File: config.mk
export PLATFORM = sky130hd
export DESIGN_NAME = sbsi_div_cell
export DESIGN_NICKNAME = d
export VERILOG_FILES = /design/src/sbsi_pkg.sv /design/src/sbsi_div_cell.sv
export SDC_FILE = /design/constraint.sdc
export NUM_CORES = 1
export LEC_CHECK = 0
export BUFFER_PORTS_ARGS = -buffer_cell sky130_fd_sc_hd__buf_2
export CAP_MARGIN = 20
export CORE_AREA = 3 3 606 608
export CTS_CLUSTER_DIAMETER = 80
export CTS_CLUSTER_SIZE = 8
export DETAILED_ROUTE_END_ITERATION = 16
export DIE_AREA = 0 0 609 611
export PLACE_DENSITY = 0.32
export SLEW_MARGIN = 40
export SYNTH_ARGS = -nofsm -noshare
export SYNTH_HDL_FRONTEND = slang
export SYNTH_SLANG_ARGS = --single-unit
export TNS_END_PERCENT = 30
File: constraint.sdc
create_clock -name clk -period 0.8 [get_ports clk]
set_clock_uncertainty 0.05 [all_clocks]
set_input_delay 0.24 -clock clk [delete_from_list [all_inputs] [get_ports clk]]
set_output_delay 0.24 -clock clk [all_outputs]
set_load 0.02 [all_outputs]
File: src/sbsi_pkg.sv
// Shared types, constants and helpers for the segment/box slab intersection block.
// No dependencies; every other file refers to it by scoped names.
package sbsi_pkg;

	localparam int NUM_CELLS = 33;  // one quotient bit per divider cell
	localparam int NUM_LANES = 6;   // min and max slab distance on three axes
	localparam logic signed [33:0] T_NEG_INF = -34'sd4294967296;
	localparam logic signed [33:0] T_POS_INF = 34'sd4294967296;
	localparam logic signed [33:0] T_ONE     = 34'sd65536;
	localparam logic signed [31:0] S32_MAX   = 32'sh7fffffff;
	localparam logic signed [31:0] S32_MIN   = 32'sh80000000;

	typedef struct packed {
		logic signed [31:0] box_min_x;
		logic signed [31:0] box_min_y;
		logic signed [31:0] box_min_z;
		logic signed [31:0] box_max_x;
		logic signed [31:0] box_max_y;
		logic signed [31:0] box_max_z;
		logic signed [31:0] seg_origin_x;
		logic signed [31:0] seg_origin_y;
		logic signed [31:0] seg_origin_z;
		logic signed [31:0] seg_dir_x;
		logic signed [31:0] seg_dir_y;
		logic signed [31:0] seg_dir_z;
	} query_t;

	typedef struct packed {
		logic               hit;
		logic signed [31:0] contact_x;
		logic signed [31:0] contact_y;
		logic signed [31:0] contact_z;
	} result_t;

	// One divider lane: |distance| * 65536 / |dir|, quotient bits shift into nq
	typedef struct packed {
		logic [31:0] dmag;
		logic [31:0] rem;
		logic [32:0] nq;
		logic        neg;
		logic        ovf;
	} lane_t;

	// Everything a divider cell hands to its neighbor
	typedef struct packed {
		lane_t [NUM_LANES-1:0]    lane;
		logic signed [2:0][31:0]  org;
		logic signed [2:0][31:0]  dir;
		logic                     zmiss;
	} cell_t;

	// Saturate a sign/magnitude quotient to signed 32 bits
	function automatic logic signed [31:0] sat_quot(input logic [32:0] q, input logic ovf,
			input logic neg);
		logic [32:0] nq;
		nq = -q;
		if (!neg) begin
			sat_quot = (ovf || q[32:31] != 2'b00) ? S32_MAX : q[31:0];
		end else begin
			sat_quot = (ovf || q > 33'h080000000) ? S32_MIN : nq[31:0];
		end
	endfunction

endpackage

File: src/sbsi_div_cell.sv
// One divider cell: produces one quotient bit on all six lanes per cycle while adv is high.
// Depends on sbsi_pkg.
module sbsi_div_cell (
	input  logic             clk,
	input  logic             arst_n,
	input  logic             adv,
	input  logic             prv_valid,
	input  sbsi_pkg::cell_t  prv,
	output logic             nxt_valid,
	output sbsi_pkg::cell_t  nxt
);

	sbsi_pkg::cell_t cell_d;
	logic valid_q;
	sbsi_pkg::cell_t cell_q;

	always_comb begin
		logic [32:0] r2;
		logic [32:0] diff;
		logic ge;
		cell_d = prv;
		for (int l = 0; l < sbsi_pkg::NUM_LANES; l++) begin
			r2   = {prv.lane[l].rem, prv.lane[l].nq[32]};
			ge   = (r2 >= {1'b0, prv.lane[l].dmag});
			diff = r2 - {1'b0, prv.lane[l].dmag};
			cell_d.lane[l].rem = ge ? diff[31:0] : r2[31:0];
			cell_d.lane[l].nq  = {prv.lane[l].nq[31:0], ge};
		end
	end

	always_ff @(posedge clk or negedge arst_n) begin
		if (!arst_n) begin
			valid_q <= 1'b0;
		end else if (adv) begin
			valid_q <= prv_valid;
		end
	end

	always_ff @(posedge clk) begin
		if (adv) begin
			cell_q <= cell_d;
		end
	end

	assign nxt_valid = valid_q;
	assign nxt       = cell_q;

endmodule

==> results.md <==
- The run finished, with violations left.
- The checks that failed: hold timing, setup timing.
- After filler insertion, the fill cell instance count of the layout stands at a little under 40000.
- Across every metal layer, demand over resource in global routing totals 14.4%.
- The count of flip-flops with a built-in enable after synthesis is 787.
- Compared with the post-synthesis result, the final layout area differs by 109%.
- In this run the number of H-tree levels came out at 4.
- For the finished layout, the period the worst path requires is 2.58 ns.
- Dividing the final minimum period by the clock period gives 322%.
- Of the total synthesized cell area, the portion taken by AND, OR, NAND and NOR gates is 7.65%.
- The number of warnings printed during yosys synthesis is 0.
- The mean instance size in the synthesized netlist is approximately 13 um^2.
- Setup repair after global routing could not meet its margin everywhere.
- The slowest cell on the critical path is sky130_fd_sc_hd__a211oi_4.
- Summing all multi-input logic gate instances after layout gives around 0.016 mm^2.
- The clock slew seen by the registers of the worst setup and hold paths is 0.05 ns.
- The latest clock arrival within the worst-skew pair is between 0.7 and 0.8 ns.
- The pin count of the biggest net entering global routing is 47.
- Row generation in the floorplan step produced 221 rows.
- The number of distinct library cells after synthesis is around 90.
- Hold timing on the final database bottoms out at a slack of -0.395 ns.
- The worst path arrival time is just over 3 ns.
- Once the floorplan was initialized, standard cells occupied about a tenth of the core.
- The measured slew at the worst slew-check pin is ~0.54 ns.
- The number of sinks driven by the clock tree is 788.
- The fraction of final layout cells with drive strength greater than 1 is a little under three fifths.
- The ratio of routed vias to standard cells is approximately 3.4.
- Input and output buffers added on the ports amount to 1578.
- The synthesized netlist occupies a cell area of roughly 0.036 mm^2.
- Setup violations remaining at the end of the flow were counted as about 1000.
- The remaining global-route overflow is 0.
- The number of nets in the synthesized netlist is between 3000 and 4000.
- The main combinational cell family by area after synthesis is compound AO/OA/AOI/OAI gates.
- The share of the yosys chip area belonging to registers is about two thirds.
- The via count of the first global-routing pass is approximately 39000.
- The power density over the cells is about 2000 mW/mm^2.
- The synthesis-stage register bit count is approximately 790.
- TritonCTS created 134 clock buffers.
- Summing the areas of all compound-gate instances in the mapped netlist gives 11.5% of the synthesized area.
- The count of routing violations after the opening detailed-route iteration is 1968.
- The number of slew-limit violations in the final report was 0.
- The clock root buffer is sky130_fd_sc_hd__clkbuf_16.
- 1579 I/O pins were placed.
- The count of unresolved DRC violations after routing is 0.
- For the final routed database, the setup TNS stands at -931.14 ns.
- The share of Yosys cell area claimed by the top area cell type is between 60% and 70%.
- TritonCTS built the clock tree.
- The most used flip-flop cell after synthesis is sky130_fd_sc_hd__edfxtp_1.
- Wires add up to about 280 mm.
- The synthesized instance count is between 2000 and 3000.
- Once detail routing completed, the nets flagged for antenna violations numbered 0.
- The xor-xnor portion of the synthesized cell area is 3.83%.
- The total power of the final layout is approximately 150 mW.
- Measured against its own limit, the worst slew margin works out to 63.8%.
- STA classifies the critical path endpoint as a flip-flop.
- The detailed placer's ending HPWL is between 200 and 250 mm.
- The count of vias placed by the detailed router is ~38000.
- The path class of the tightest hold or removal check is input pin to flip-flop.
- After detailed routing, the average wire length per cell comes to around 25 um.
- The area of the core region is around 0.36 mm^2.
- Summed over all instances, the cell type with the most area after synthesis is sky130_fd_sc_hd__edfxtp_1.
- The kind of critical path is input pin to flip-flop.
- The die is approximately 600 um wide.
- The maximum fanout along the worst path is 8.
- The die covers around 0.37 mm^2.
- The worst ir drop on vdd is approximately 0.0013 V.
- The share of cell area taken by muxes after synthesis is roughly 1.8%.
- At the worst endpoint, the required time is 1.29 ns.
- The worst setup path is launched from an input pin.
- The max capacitance violation total is 0.
- The leakage dissipation is ~32 nW.
- Summing the areas of all fa, ha and maj instances in the mapped netlist gives between 6 and 7% of the synthesized area.
- No sink is reached through more buffers than the 4 on the longest clock path.
- In the post-synthesis netlist, the cell with the most instances is sky130_fd_sc_hd__edfxtp_1.
- For this run, the share of the core covered by cells in the final layout is around a fifth.
- The total count of hold-check failures in the final report is 30.
- For this run, asynchronously set or reset flops after synthesis account for 0.127%.
- The first-pass GRT wire length is approximately 360 mm.
- The worst stage delay on the critical path is between 0.3 and 0.4 ns.
- In the final layout, flip-flops and latches occupy between 0.02 and 0.025 mm^2.
- The initial antenna violation count is approximately 270.
- The routability congestion estimate from global placement is about 0.88.
- After the last flow step, the layout net total stands at between 7000 and 8000.
- The critical path goes through buf_2 > inv_1 > ha_1 > nor2b_4 > o21bai_4 > nand4_1 > and3_4 > a211oi_4 > o21ai_2 > a31oi_4 > a21oi_2 > a2111oi_4 > buf_6 > buf_12 > mux2_4.
- The first TritonRoute pass finished after 5 iterations.
- Counting instances in the post-synthesis netlist gives the leading cell types as sky130_fd_sc_hd__edfxtp_1 (787), sky130_fd_sc_hd__nand2_1 (249), sky130_fd_sc_hd__inv_1 (233).
- The highest attainable clock frequency is ~390 MHz.
- By area the synthesized netlist is led by sky130_fd_sc_hd__edfxtp_1 (65%), sky130_fd_sc_hd__ha_1 (6.6%), sky130_fd_sc_hd__o21ai_0 (2.7%), sky130_fd_sc_hd__nand2_1 (2.6%), sky130_fd_sc_hd__a21oi_1 (2.4%).
- The floorplan die height is between 600 and 700 um.
- After layout, the worst setup slack is -1.78 ns.
kinds of logic after synthesis:
family,after synthesis
and+or+nand+nor,590
muxes,50
DFF,788
AOI/OAI and AO/OA,658
buffers and inverters,298
xor gates and xnor gates,159
adders and majority gates,198
cell usage in the layout, fill, tap and decap left out, types with 23 or more instances in the layout:
master                          netlist  routed
sky130_fd_sc_hd__a21o_1              87      84
sky130_fd_sc_hd__a21oi_1            175     112
sky130_fd_sc_hd__a21oi_2              1      46
sky130_fd_sc_hd__buf_12               0     131
sky130_fd_sc_hd__buf_2                6    1466
sky130_fd_sc_hd__buf_4                0     869
sky130_fd_sc_hd__buf_6                3      80
sky130_fd_sc_hd__buf_8                0      24
sky130_fd_sc_hd__clkbuf_16            0     138
sky130_fd_sc_hd__diode_2              0      54
sky130_fd_sc_hd__dlygate4sd3_1        0     781
sky130_fd_sc_hd__edfxtp_1           787     787
sky130_fd_sc_hd__ha_1               192     111
sky130_fd_sc_hd__ha_4                 0      74
sky130_fd_sc_hd__inv_1              233     190
sky130_fd_sc_hd__inv_2                2      23
sky130_fd_sc_hd__mux2_4              27      42
sky130_fd_sc_hd__nand2_1            249     149
sky130_fd_sc_hd__nand2_2              0      39
sky130_fd_sc_hd__nand2_4              0      61
sky130_fd_sc_hd__nand2b_1            31      27
sky130_fd_sc_hd__nand3_1             48      39
sky130_fd_sc_hd__nor2_1             102      71
sky130_fd_sc_hd__o21ai_0            197      51
sky130_fd_sc_hd__o21ai_1              1      27
sky130_fd_sc_hd__o21ai_2              1      99
sky130_fd_sc_hd__xnor2_1             80      71
sky130_fd_sc_hd__xor2_1              79      72
routing by layer:
| metal | part of all wire (%) | up-vias | global-route usage [%] |
|---|---|---|---|
| met1 | 39 | 18500 | 16.6 |
| met3 | 7.2 | 587 | 4.06 |
| li1 | - | 17200 | - |
| met4 | 3.0 | 66 | 3.03 |
| met5 | 0.14 | - | 0 |
| met2 | 51 | 1626 | 26.3 |
cell type report:
cell class                      instances  area share, %
Timing Repair Buffer                 3367           34.1
Sequential cell                       788           31.1
Multi-Input combinational cell       1655           20.4
Tap cell                             4794           7.87
Clock buffer                          151           4.54
Inverter                              235           1.34
Clock inverter                         33          0.537
Antenna cell                           54          0.177
Timing Repair inverter                  2         0.0246
where the power goes:
group	internal, mW	switching, mW	total, mW
registers	50.6	1.79	52.4
clock network	31.7	22.0	53.7
logic	20.8	24.0	44.7
total	103	47.8	151
registers in the layout (all words and copies together) (netlist names):
register   cells
nxt          787
nxt_valid      1
final timing paths:
path	cells past startpoint	end	slack, ns	startpoint
worst max-delay path	15	nxt[333]$_DFFE_PP_	-1.78	prv[360]
worst min-delay path	1	nxt[260]$_DFFE_PP_	-0.39	prv[260]
worst max register to register	1	nxt_valid$_DFFE_PN0P_	-0.01	nxt_valid$_DFFE_PN0P_
worst min register to register	1	nxt_valid$_DFFE_PN0P_	0.48	nxt_valid$_DFFE_PN0P_
max in group asynchronous	3	nxt_valid$_DFFE_PN0P_	0.34	arst_n
min in group asynchronous	3	nxt_valid$_DFFE_PN0P_	0.26	arst_n
through the flow:
stage,std cells,hold slack [ns],cell area [um^2],setup slack (ns)
final,11100,-0.395,76200,-1.78
after global routing,11000,-0.480,76100,-1.84
after CTS,11000,-0.520,74100,-1.86
after detailed placement,9921,-0.0347,58400,-3.01
after global placement,9921,-0.0337,58400,-3.00
after floorplan,2741,-0.106,36900,-2.17
timing repair:
action	4_1_cts	5_1_grt
endpoints found under the hold margin	845	106
gates cloned	27	3
setup endpoints to repair	987	989
gates resized for setup	743	435
hold buffers	768	42
setup buffers	92	53
pin swaps	227	288
worst max-delay path: cells and delay by family:
kind	cells	cell delay (ns)
AOI/OAI and AO/OA	6	1.15
adders and majority gates	1	0.29
muxes	1	0.31
buffers and inverters	4	0.54
and+or+nand+nor	3	0.51
(Power assumes the default switching activity.)
