`src/sbsi_pkg.sv`:
```
// Shared types, constants and helpers for the segment/box slab intersection block.
// No dependencies; every other file refers to it by scoped names.
package sbsi_pkg;

	localparam int NUM_CELLS = 33;  // one quotient bit per divider cell
	localparam int NUM_LANES = 6;   // min and max slab distance on three axes
	localparam logic signed [33:0] T_NEG_INF = -34'sd4294967296;
	localparam logic signed [33:0] T_POS_INF = 34'sd4294967296;
	localparam logic signed [33:0] T_ONE     = 34'sd65536;
	localparam logic signed [31:0] S32_MAX   = 32'sh7fffffff;
	localparam logic signed [31:0] S32_MIN   = 32'sh80000000;

	typedef struct packed {
		logic signed [31:0] box_min_x;
		logic signed [31:0] box_min_y;
		logic signed [31:0] box_min_z;
		logic signed [31:0] box_max_x;
		logic signed [31:0] box_max_y;
		logic signed [31:0] box_max_z;
		logic signed [31:0] seg_origin_x;
		logic signed [31:0] seg_origin_y;
		logic signed [31:0] seg_origin_z;
		logic signed [31:0] seg_dir_x;
		logic signed [31:0] seg_dir_y;
		logic signed [31:0] seg_dir_z;
	} query_t;

	typedef struct packed {
		logic               hit;
		logic signed [31:0] contact_x;
		logic signed [31:0] contact_y;
		logic signed [31:0] contact_z;
	} result_t;

	// One divider lane: |distance| * 65536 / |dir|, quotient bits shift into nq
	typedef struct packed {
		logic [31:0] dmag;
		logic [31:0] rem;
		logic [32:0] nq;
		logic        neg;
		logic        ovf;
	} lane_t;

	// Everything a divider cell hands to its neighbor
	typedef struct packed {
		lane_t [NUM_LANES-1:0]    lane;
		logic signed [2:0][31:0]  org;
		logic signed [2:0][31:0]  dir;
		logic                     zmiss;
	} cell_t;

	// Saturate a sign/magnitude quotient to signed 32 bits
	function automatic logic signed [31:0] sat_quot(input logic [32:0] q, input logic ovf,
			input logic neg);
		logic [32:0] nq;
		nq = -q;
		if (!neg) begin
			sat_quot = (ovf || q[32:31] != 2'b00) ? S32_MAX : q[31:0];
		end else begin
			sat_quot = (ovf || q > 33'h080000000) ? S32_MIN : nq[31:0];
		end
	endfunction

endpackage

```
`src/sbsi_prep.sv`:
```
// Front stage: slab distances, magnitudes and signs, zero-direction miss check.
// Depends on sbsi_pkg.
module sbsi_prep (
	input  logic               clk,
	input  logic               arst_n,
	input  logic               adv,
	input  logic               in_valid,
	input  sbsi_pkg::query_t   query,
	output logic               out_valid,
	output sbsi_pkg::cell_t    out_cell
);

	logic signed [2:0][31:0] bmin, bmax, org, dir;
	sbsi_pkg::cell_t cell_d;
	logic valid_s1;
	sbsi_pkg::cell_t cell_s1;

	assign bmin = {query.box_min_z, query.box_min_y, query.box_min_x};
	assign bmax = {query.box_max_z, query.box_max_y, query.box_max_x};
	assign org  = {query.seg_origin_z, query.seg_origin_y, query.seg_origin_x};
	assign dir  = {query.seg_dir_z, query.seg_dir_y, query.seg_dir_x};

	always_comb begin
		logic signed [32:0] diff;
		logic [32:0] mag;
		logic [31:0] dmag;
		logic [31:0] ndir;
		cell_d = '0;
		cell_d.org = org;
		cell_d.dir = dir;
		for (int a = 0; a < 3; a++) begin
			ndir = -dir[a];
			dmag = dir[a][31] ? ndir : dir[a];
			if (dir[a] == 32'sd0 && ($signed(org[a]) < $signed(bmin[a]) ||
			                         $signed(org[a]) > $signed(bmax[a])))
				cell_d.zmiss = 1'b1;
			for (int s = 0; s < 2; s++) begin
				diff = (s == 0) ? ({bmin[a][31], bmin[a]} - {org[a][31], org[a]})
				                : ({bmax[a][31], bmax[a]} - {org[a][31], org[a]});
				mag  = diff[32] ? -diff : diff;
				cell_d.lane[2*a+s].dmag = dmag;
				cell_d.lane[2*a+s].rem  = {15'd0, mag[32:16]} >> 1;
				cell_d.lane[2*a+s].nq   = {mag[16:0], 16'd0};
				cell_d.lane[2*a+s].neg  = diff[32] ^ dir[a][31];
				// quotient needs more than 33 bits
				cell_d.lane[2*a+s].ovf  = ({16'd0, mag[32:17]} >= dmag);
			end
		end
	end

	always_ff @(posedge clk or negedge arst_n) begin
		if (!arst_n) begin
			valid_s1 <= 1'b0;
		end else if (adv) begin
			valid_s1 <= in_valid;
		end
	end

	always_ff @(posedge clk) begin
		if (adv) begin
			cell_s1 <= cell_d;
		end
	end

	assign out_valid = valid_s1;
	assign out_cell  = cell_s1;

endmodule

```
`config.mk`:
```
export PLATFORM = sky130hd
export DESIGN_NAME = sbsi_prep
export DESIGN_NICKNAME = d
export VERILOG_FILES = /design/src/sbsi_pkg.sv /design/src/sbsi_prep.sv
export SDC_FILE = /design/constraint.sdc
export NUM_CORES = 1
export LEC_CHECK = 0
export ABC_CLOCK_PERIOD_IN_PS = 1550
export BUFFER_PORTS_ARGS = -buffer_cell sky130_fd_sc_hd__buf_2
export CAP_MARGIN = 20
export CORE_AREA = 2 2 457 459
export CTS_CLUSTER_SIZE = 24
export DETAILED_ROUTE_END_ITERATION = 6
export DIE_AREA = 0 0 459 461
export GPL_TIMING_DRIVEN = 0
export SLEW_MARGIN = 20
export SYNTH_ARGS = -nofsm -noshare
export SYNTH_HDL_FRONTEND = slang
export SYNTH_SLANG_ARGS = --single-unit
```
`constraint.sdc`:
```
create_clock -name clk -period 1.55 [get_ports clk]
set_clock_uncertainty 0.2 [all_clocks]
set_input_delay 0.3875 -clock clk [delete_from_list [all_inputs] [get_ports clk]]
set_output_delay 0.3875 -clock clk [all_outputs]
set_load 0.02 [all_outputs]
```
==> impl_metrics.env, run 1 <==
export IMPL_status="finished with violations"
export IMPL_violations="hold timing, setup timing"
export IMPL_path_cells="buf_8 -> ha_4 -> fa_2 -> nand2b_4 -> a21o_4 -> o2bb2ai_4 -> xnor2_2 -> nor3_2 -> or4b_4 -> or4_4 -> nor3_4 -> nor2_4 -> xnor2_2 -> ha_1 -> nand2b_4 -> a21o_1 -> a21o_1 -> a21o_1 -> a21o_1 -> a21o_1 -> a21o_1 -> a21oi_2 -> or3_1 -> a21oi_2"
export IMPL_yosysSeqAreaShare_pct=39.15
export IMPL_met1_length_um=82270
export IMPL_cts_max_level=3
export IMPL_worst_path_buf_inv=1
export IMPL_ys_flop_type="edfxtp_1"
export IMPL_hold_path_class="in2reg"
export IMPL_finalCriticalPeriod_ns=4.915
export IMPL_post_synth_top_area_cell="edfxtp_1"
export IMPL_rrSetupSlack_ns=0.04
export IMPL_io_buffer_count=983
export IMPL_clkTransAtPathRegs_ns=0.06
export IMPL_grt_pass1_wl_um=290400
export IMPL_core_area_mm2=0.2064
export IMPL_p_leak_nw=26.72
export IMPL_synth_area_mm2=0.03811
export IMPL_ys_types=96
export IMPL_rsz0062_at_grt="true"
export IMPL_place_congestion=0.9846
export IMPL_firstDrtPassIters=6
export IMPL_vias=39570
export IMPL_cpPeakStageDelay_ns=0.56
export IMPL_place_hpwl_um=175700
export IMPL_grt_pass1_vias=37430
export IMPL_post_route_period_util_pct=317.1
export IMPL_topRoutingLayerUsed="met5"
export IMPL_fin_nets=6458
export IMPL_slowest_stage="or4_4"
export IMPL_grtUsageTotal_pct=19.38
export IMPL_worstMarginPinSlew_ns=1.093
export IMPL_relSlewSlack_pct=26.92
export IMPL_clk_latency_ns=0.69
export IMPL_setup_worst_path_class="in2reg"
export IMPL_fill_cells=20990
export IMPL_crit_arrival_ns=5.15
export IMPL_syn_to_final_growth_pct=69.23
export IMPL_cp_required_ns=1.79
export IMPL_rows=167
export IMPL_wl_met2_um=102000
export IMPL_ys_top_cells_by_area="edfxtp_1 39%, ha_1 9.9%, xnor2_1 6.6%"
export IMPL_ios=1176
export IMPL_slew_violations=0
export IMPL_start_util_pct=18.46
export IMPL_finalHoldViolations=33
export IMPL_die_x_um=459
export IMPL_grt_max_degree=100
export IMPL_cts_inserted_buffers=70
export IMPL_vias_per_cell=4.592
export IMPL_path_max_fanout=4
export IMPL_wl_um=217800
export IMPL_synth_edf_count=496
export IMPL_peakVddDrop_mv=0.7556
export IMPL_stdcell_count=8618
export IMPL_synth_most_common_cell="edfxtp_1"
export IMPL_place_inst=7772
export IMPL_crit_family="simple AND/OR/NAND/NOR gates"
export IMPL_die_area_mm2=0.2116
export IMPL_root_buffer="clkbuf_16"
export IMPL_setup_viol=1025
export IMPL_antenna_found_initial=104
export IMPL_drc=0
export IMPL_clockBufferDepth=3
export IMPL_wl_met3_um=16900
export IMPL_wl_per_cell_um=25.28
export IMPL_ys_top_cells_by_count="496 x edfxtp_1, 303 x ha_1, 292 x buf_4"
export IMPL_die_h_um=461
export IMPL_clock_sinks=497
export IMPL_syn_avg_cell_area_um2=9.809
export IMPL_end_kind="flip-flop"
export IMPL_power_density_mw_per_mm2=1018
export IMPL_drive_gt1_share_pct=50.34
export IMPL_first_iter_violations=3451
export IMPL_netlist_area_leader_share_pct=39.08
export IMPL_fmax_mhz=203.5
export IMPL_crit_path_start_kind="primary input"
export IMPL_crit_path_frequent_cell="a21o_1"
export IMPL_yosys_warnings=0
export IMPL_netlist_instances=3885
export IMPL_synthArstFlopShare_pct=0.2012
export IMPL_worst_slack_ns=-3.365
export IMPL_cts_tree="done"
export IMPL_hold_ws_ns=-0.09660
export IMPL_grt_overflow_total=0
export IMPL_utilization_pct=31.24
export IMPL_place_ws_ns=-5.018
export IMPL_antenna_left=0
export IMPL_max_cap_violations=0
export IMPL_synth_seq_cells=497
## sequential cells by signal (all words and copies together) (netlist names)
register / cells
out_cell: 496
out_valid: 1
## power breakdown
group	total [W]	switching, W	internal, W
Clock	0.0170	0.00745	0.00951
Combinational	0.0305	0.0181	0.0124
Sequential	0.0182	0.000825	0.0173
Total	0.0656	0.0264	0.0393
## cells in the final DEF (no fill, tap or decap), types with 42 or more instances in the layout
cell           synthesis  layout
a21o_1               143     135
ha_1                 303     190
xnor2_1              289     187
xor2_2                 0      49
dlygate4sd3_1          0     202
edfxtp_1             496     496
conb_1                 1     192
o21ai_0              189      87
xnor2_2                0      81
buf_2                  2     942
nand3_1               65      50
nor3_1                71      49
inv_1                220     148
buf_6                  3     114
o21ai_2                1      44
buf_4                292     628
nand2_1              230     195
a21oi_2                0      73
nand4_1               75      75
nor2_1               221     165
clkbuf_16              0      83
o21ai_1                1      44
a21oi_1              263     148
diode_2                0      97
a21oi_4                0      42
xor2_1               132      67
ha_4                   0      86
## path summary, 6_finish.rpt
check	from	to	depth (start not counted)
worst min register to register	out_valid$_DFFE_PN0P_	out_valid$_DFFE_PN0P_	2
worst max register to register	out_valid$_DFFE_PN0P_	out_valid$_DFFE_PN0P_	2
max in group asynchronous	arst_n	out_valid$_DFFE_PN0P_	3
min in group asynchronous	arst_n	out_valid$_DFFE_PN0P_	3
worst min-delay path	adv	out_cell[237]$_DFFE_PP_	1
worst max-delay path	query[128]	out_cell[391]$_DFFE_PP_	24
## routing by layer
layer | vias up | GRT usage [%]
li1 | 17770 | -
met1 | 19330 | 22.62
met2 | 1977 | 31.67
met3 | 452 | 4.098
met4 | 44 | 13.59
met5 | - | 0
## layout make-up
type                       instances  area, um2  area share (%)
antenna                           97      242.7          0.3764
buffer                           373       3159           4.899
clock buffer                      77       1821           2.823
clock inverter                    51      514.2          0.7974
inverter                         220       1114           1.727
multi-input combinational       2961      27930           43.30
sequential                       497      14920           23.13
tap                             2704       3383           5.246
timing repair buffer            1638      11410           17.69
## repair_timing
item	4_1_cts	5_1_grt
hold endpoints to repair	315	35
buffers inserted	321	141
resized for setup	844	318
hold buffers	201	1
pin swaps	257	182
setup endpoints to repair	890	1041
## metrics by stage
step                      power (W)  hold slack [ns]  setup TNS, ns  cell area, um2
after floorplan             0.03301          -0.1081        -420.72           42080
after global placement      0.04208         -0.02054       -4840.34           50380
after detailed placement    0.04210         -0.01922        -921.56           50620
after CTS                   0.06429          -0.1876        -610.99           61630
after global routing        0.06857          -0.1442        -655.71           64450
final                       0.06565         -0.09660        -599.87           64490
## logic make-up after synthesis
group | share of synthesized area [%]
AO/OA/AOI/OAI | 17.51
XOR/XNOR | 9.676
adder cells (fa/ha/maj) | 10.26
buffers and inverters | 9.108
flip-flops | 39.15
multiplexers | 0.4005
other | 0.009841
AND/OR/NAND/NOR | 13.89
No activity file was read; power rests on OpenSTA's default activity.
==> run 2, diff against run 1 <==
- SETUP_SLACK_MARGIN: default -> 0.1
==> run 2 against run 1 <==
Net effect:
- the run still ends with hold timing, setup timing left
- non-clock buffer count shrank 13
- die area unchanged
- via count shrank 0.31%
- global-route usage hardly changed
- clock-buffer cell count unchanged
- cell count shrank 0.43%
- setup slack better by 0.035 ns
- critical endpoint unchanged
- largest cell class unchanged
- largest power group unchanged
- highest routed layer unchanged
==> impl_metrics.env, run 2 (synthesis gave the netlist of run 1 again) <==
export IMPL_worstMarginPinSlew_ns=1.012
export IMPL_wl_per_cell_um=25.25
export IMPL_die_h_um=461
export IMPL_clock_sinks=497
export IMPL_crit_arrival_ns=5.20
export IMPL_root_buffer="clkbuf_16"
export IMPL_largest_reg_flops=496
export IMPL_fill_cells=21100
export IMPL_peakVddDrop_mv=0.7631
export IMPL_grt_overflow_total=0
export IMPL_violations="hold timing, setup timing"
export IMPL_grt_pass1_wl_um=290100
export IMPL_finalPower_w=0.06533
export IMPL_slowest_stage="or4b_4"
export IMPL_grt_max_degree=100
export IMPL_first_iter_violations=3519
export IMPL_setup_worst_path_class="in2reg"
export IMPL_finalHoldViolations=33
export IMPL_clkTransAtPathRegs_ns=0.06
export IMPL_cts_inserted_buffers=70
export IMPL_firstDrtPassIters=6
export IMPL_grtUsageTotal_pct=19.34
export IMPL_cts_max_level=3
export IMPL_vias=39450
export IMPL_vias_per_cell=4.597
export IMPL_core_area_mm2=0.2064
export IMPL_cts_tree="done"
export IMPL_fmax_mhz=205.0
export IMPL_cp_required_ns=1.88
export IMPL_place_hpwl_um=175700
export IMPL_p_leak_nw=26.61
export IMPL_setup_viol=1022
export IMPL_crit_path_start_kind="primary input"
export IMPL_place_congestion=0.9846
export IMPL_power_density_mw_per_mm2=1022
export IMPL_drc=0
export IMPL_grt_pass1_vias=37440
export IMPL_rows=167
export IMPL_path_cells="buf_8 -> ha_4 -> fa_2 -> nand2b_4 -> a21o_4 -> o2bb2ai_4 -> xnor2_2 -> nor3_2 -> or4b_4 -> or4_4 -> buf_6 -> or4b_4 -> o31ai_4 -> xnor2_2 -> ha_1 -> a21o_1 -> a21oi_2 -> or3_1 -> a21oi_2"
export IMPL_fin_nets=6445
export IMPL_utilization_pct=30.98
export IMPL_antenna_left=0
export IMPL_rrSetupSlack_ns=0.62
export IMPL_drive_gt1_share_pct=49.72
export IMPL_io_buffer_count=983
export IMPL_wl_um=216700
export IMPL_clockBufferDepth=3
export IMPL_start_util_pct=18.46
export IMPL_place_inst=7772
export IMPL_syn_to_final_growth_pct=67.80
export IMPL_die_area_mm2=0.2116
export IMPL_crit_family="simple AND/OR/NAND/NOR gates"
export IMPL_worst_path_buf_inv=2
export IMPL_hold_path_class="in2reg"
export IMPL_hold_ws_ns=-0.09919
export IMPL_cpPeakStageDelay_ns=0.58
export IMPL_ios=1176
export IMPL_finalSetupTns_ns=-594.72
export IMPL_antenna_found_initial=102
export IMPL_layout_commonest_cell="buf_2"
export IMPL_relSlewSlack_pct=32.29
export IMPL_finalCriticalPeriod_ns=4.879
export IMPL_layout_common_cells="941 x buf_2, 613 x buf_4, 496 x edfxtp_1"
export IMPL_die_x_um=459
export IMPL_slew_violations=0
export IMPL_end_kind="flip-flop"
export IMPL_post_route_period_util_pct=314.8
export IMPL_status="finished with violations"
export IMPL_clk_latency_ns=0.69
export IMPL_rsz0062_at_grt="true"
export IMPL_max_cap_violations=0
export IMPL_stdcell_count=8581
export IMPL_worst_slack_ns=-3.329
export IMPL_path_max_fanout=4
==> run 2: changes by cell type in the layout (fill, tap and decap cells not counted), moves of 7 or more <==
| cell | delta |
|---|---|
| diode_2 | -24 |
| ha_1 | +14 |
| ha_4 | -10 |
| buf_4 | -15 |
| clkbuf_8 | +7 |
| buf_12 | -7 |
==> run 2: through the flow <==
stage | setup slack, ns | cell area (um2)
finish | -3.329 | 63950
floorplan | -3.630 | 42080
global placement | -8.737 | 50380
CTS | -3.227 | 61570
global route | -3.430 | 63910
detailed placement | -5.018 | 50620
==> run 2: timing repair <==
item / 4_1_cts / 5_1_grt
gates resized for setup: 839 / 270
setup endpoints to repair: 1000 / 1126
cloned: 1 / 1
setup buffers: 310 / 110
hold buffers: 200 / 1
pin swaps: 247 / 135
hold endpoints to repair: 314 / 36
==> run 2: final cells by class <==
| type | count | area (um2) | area share (%) |
|---|---|---|---|
| multi-input combinational | 2961 | 27590 | 43.15 |
| sequential | 497 | 14920 | 23.33 |
| timing repair buffer | 1611 | 11100 | 17.36 |
| tap | 2704 | 3383 | 5.291 |
| buffer | 387 | 3328 | 5.205 |
| clock buffer | 77 | 1821 | 2.847 |
| inverter | 220 | 1104 | 1.726 |
| clock inverter | 51 | 514.2 | 0.8042 |
| antenna | 73 | 182.7 | 0.2857 |
==> run 2: per-layer routing <==
metal	vias up	wire, um	track usage [%]
met5	-	302	0
met2	1996	101400	31.78
met4	46	16100	13.30
li1	17700	-	-
met1	19260	82650	22.68
met3	451	16210	3.861
==> run 2: worst paths after layout <==
| kind | from | end | cells after the start |
|---|---|---|---|
| worst min-delay path | adv | out_cell[237]$_DFFE_PP_ | 1 |
| min in group asynchronous | arst_n | out_valid$_DFFE_PN0P_ | 3 |
| max in group asynchronous | arst_n | out_valid$_DFFE_PN0P_ | 3 |
| worst max-delay path | query[128] | out_cell[391]$_DFFE_PP_ | 19 |
| worst max register to register | out_valid$_DFFE_PN0P_ | out_valid$_DFFE_PN0P_ | 1 |
| worst min register to register | out_valid$_DFFE_PN0P_ | out_valid$_DFFE_PN0P_ | 1 |
==> run 2: where the power goes <==
| part | leakage (nW) | internal, W | switching, W |
|---|---|---|---|
| Combinational | 20.6 | 0.0122 | 0.0179 |
| Clock | 1.12 | 0.00951 | 0.00748 |
| Sequential | 4.86 | 0.0173 | 0.000820 |
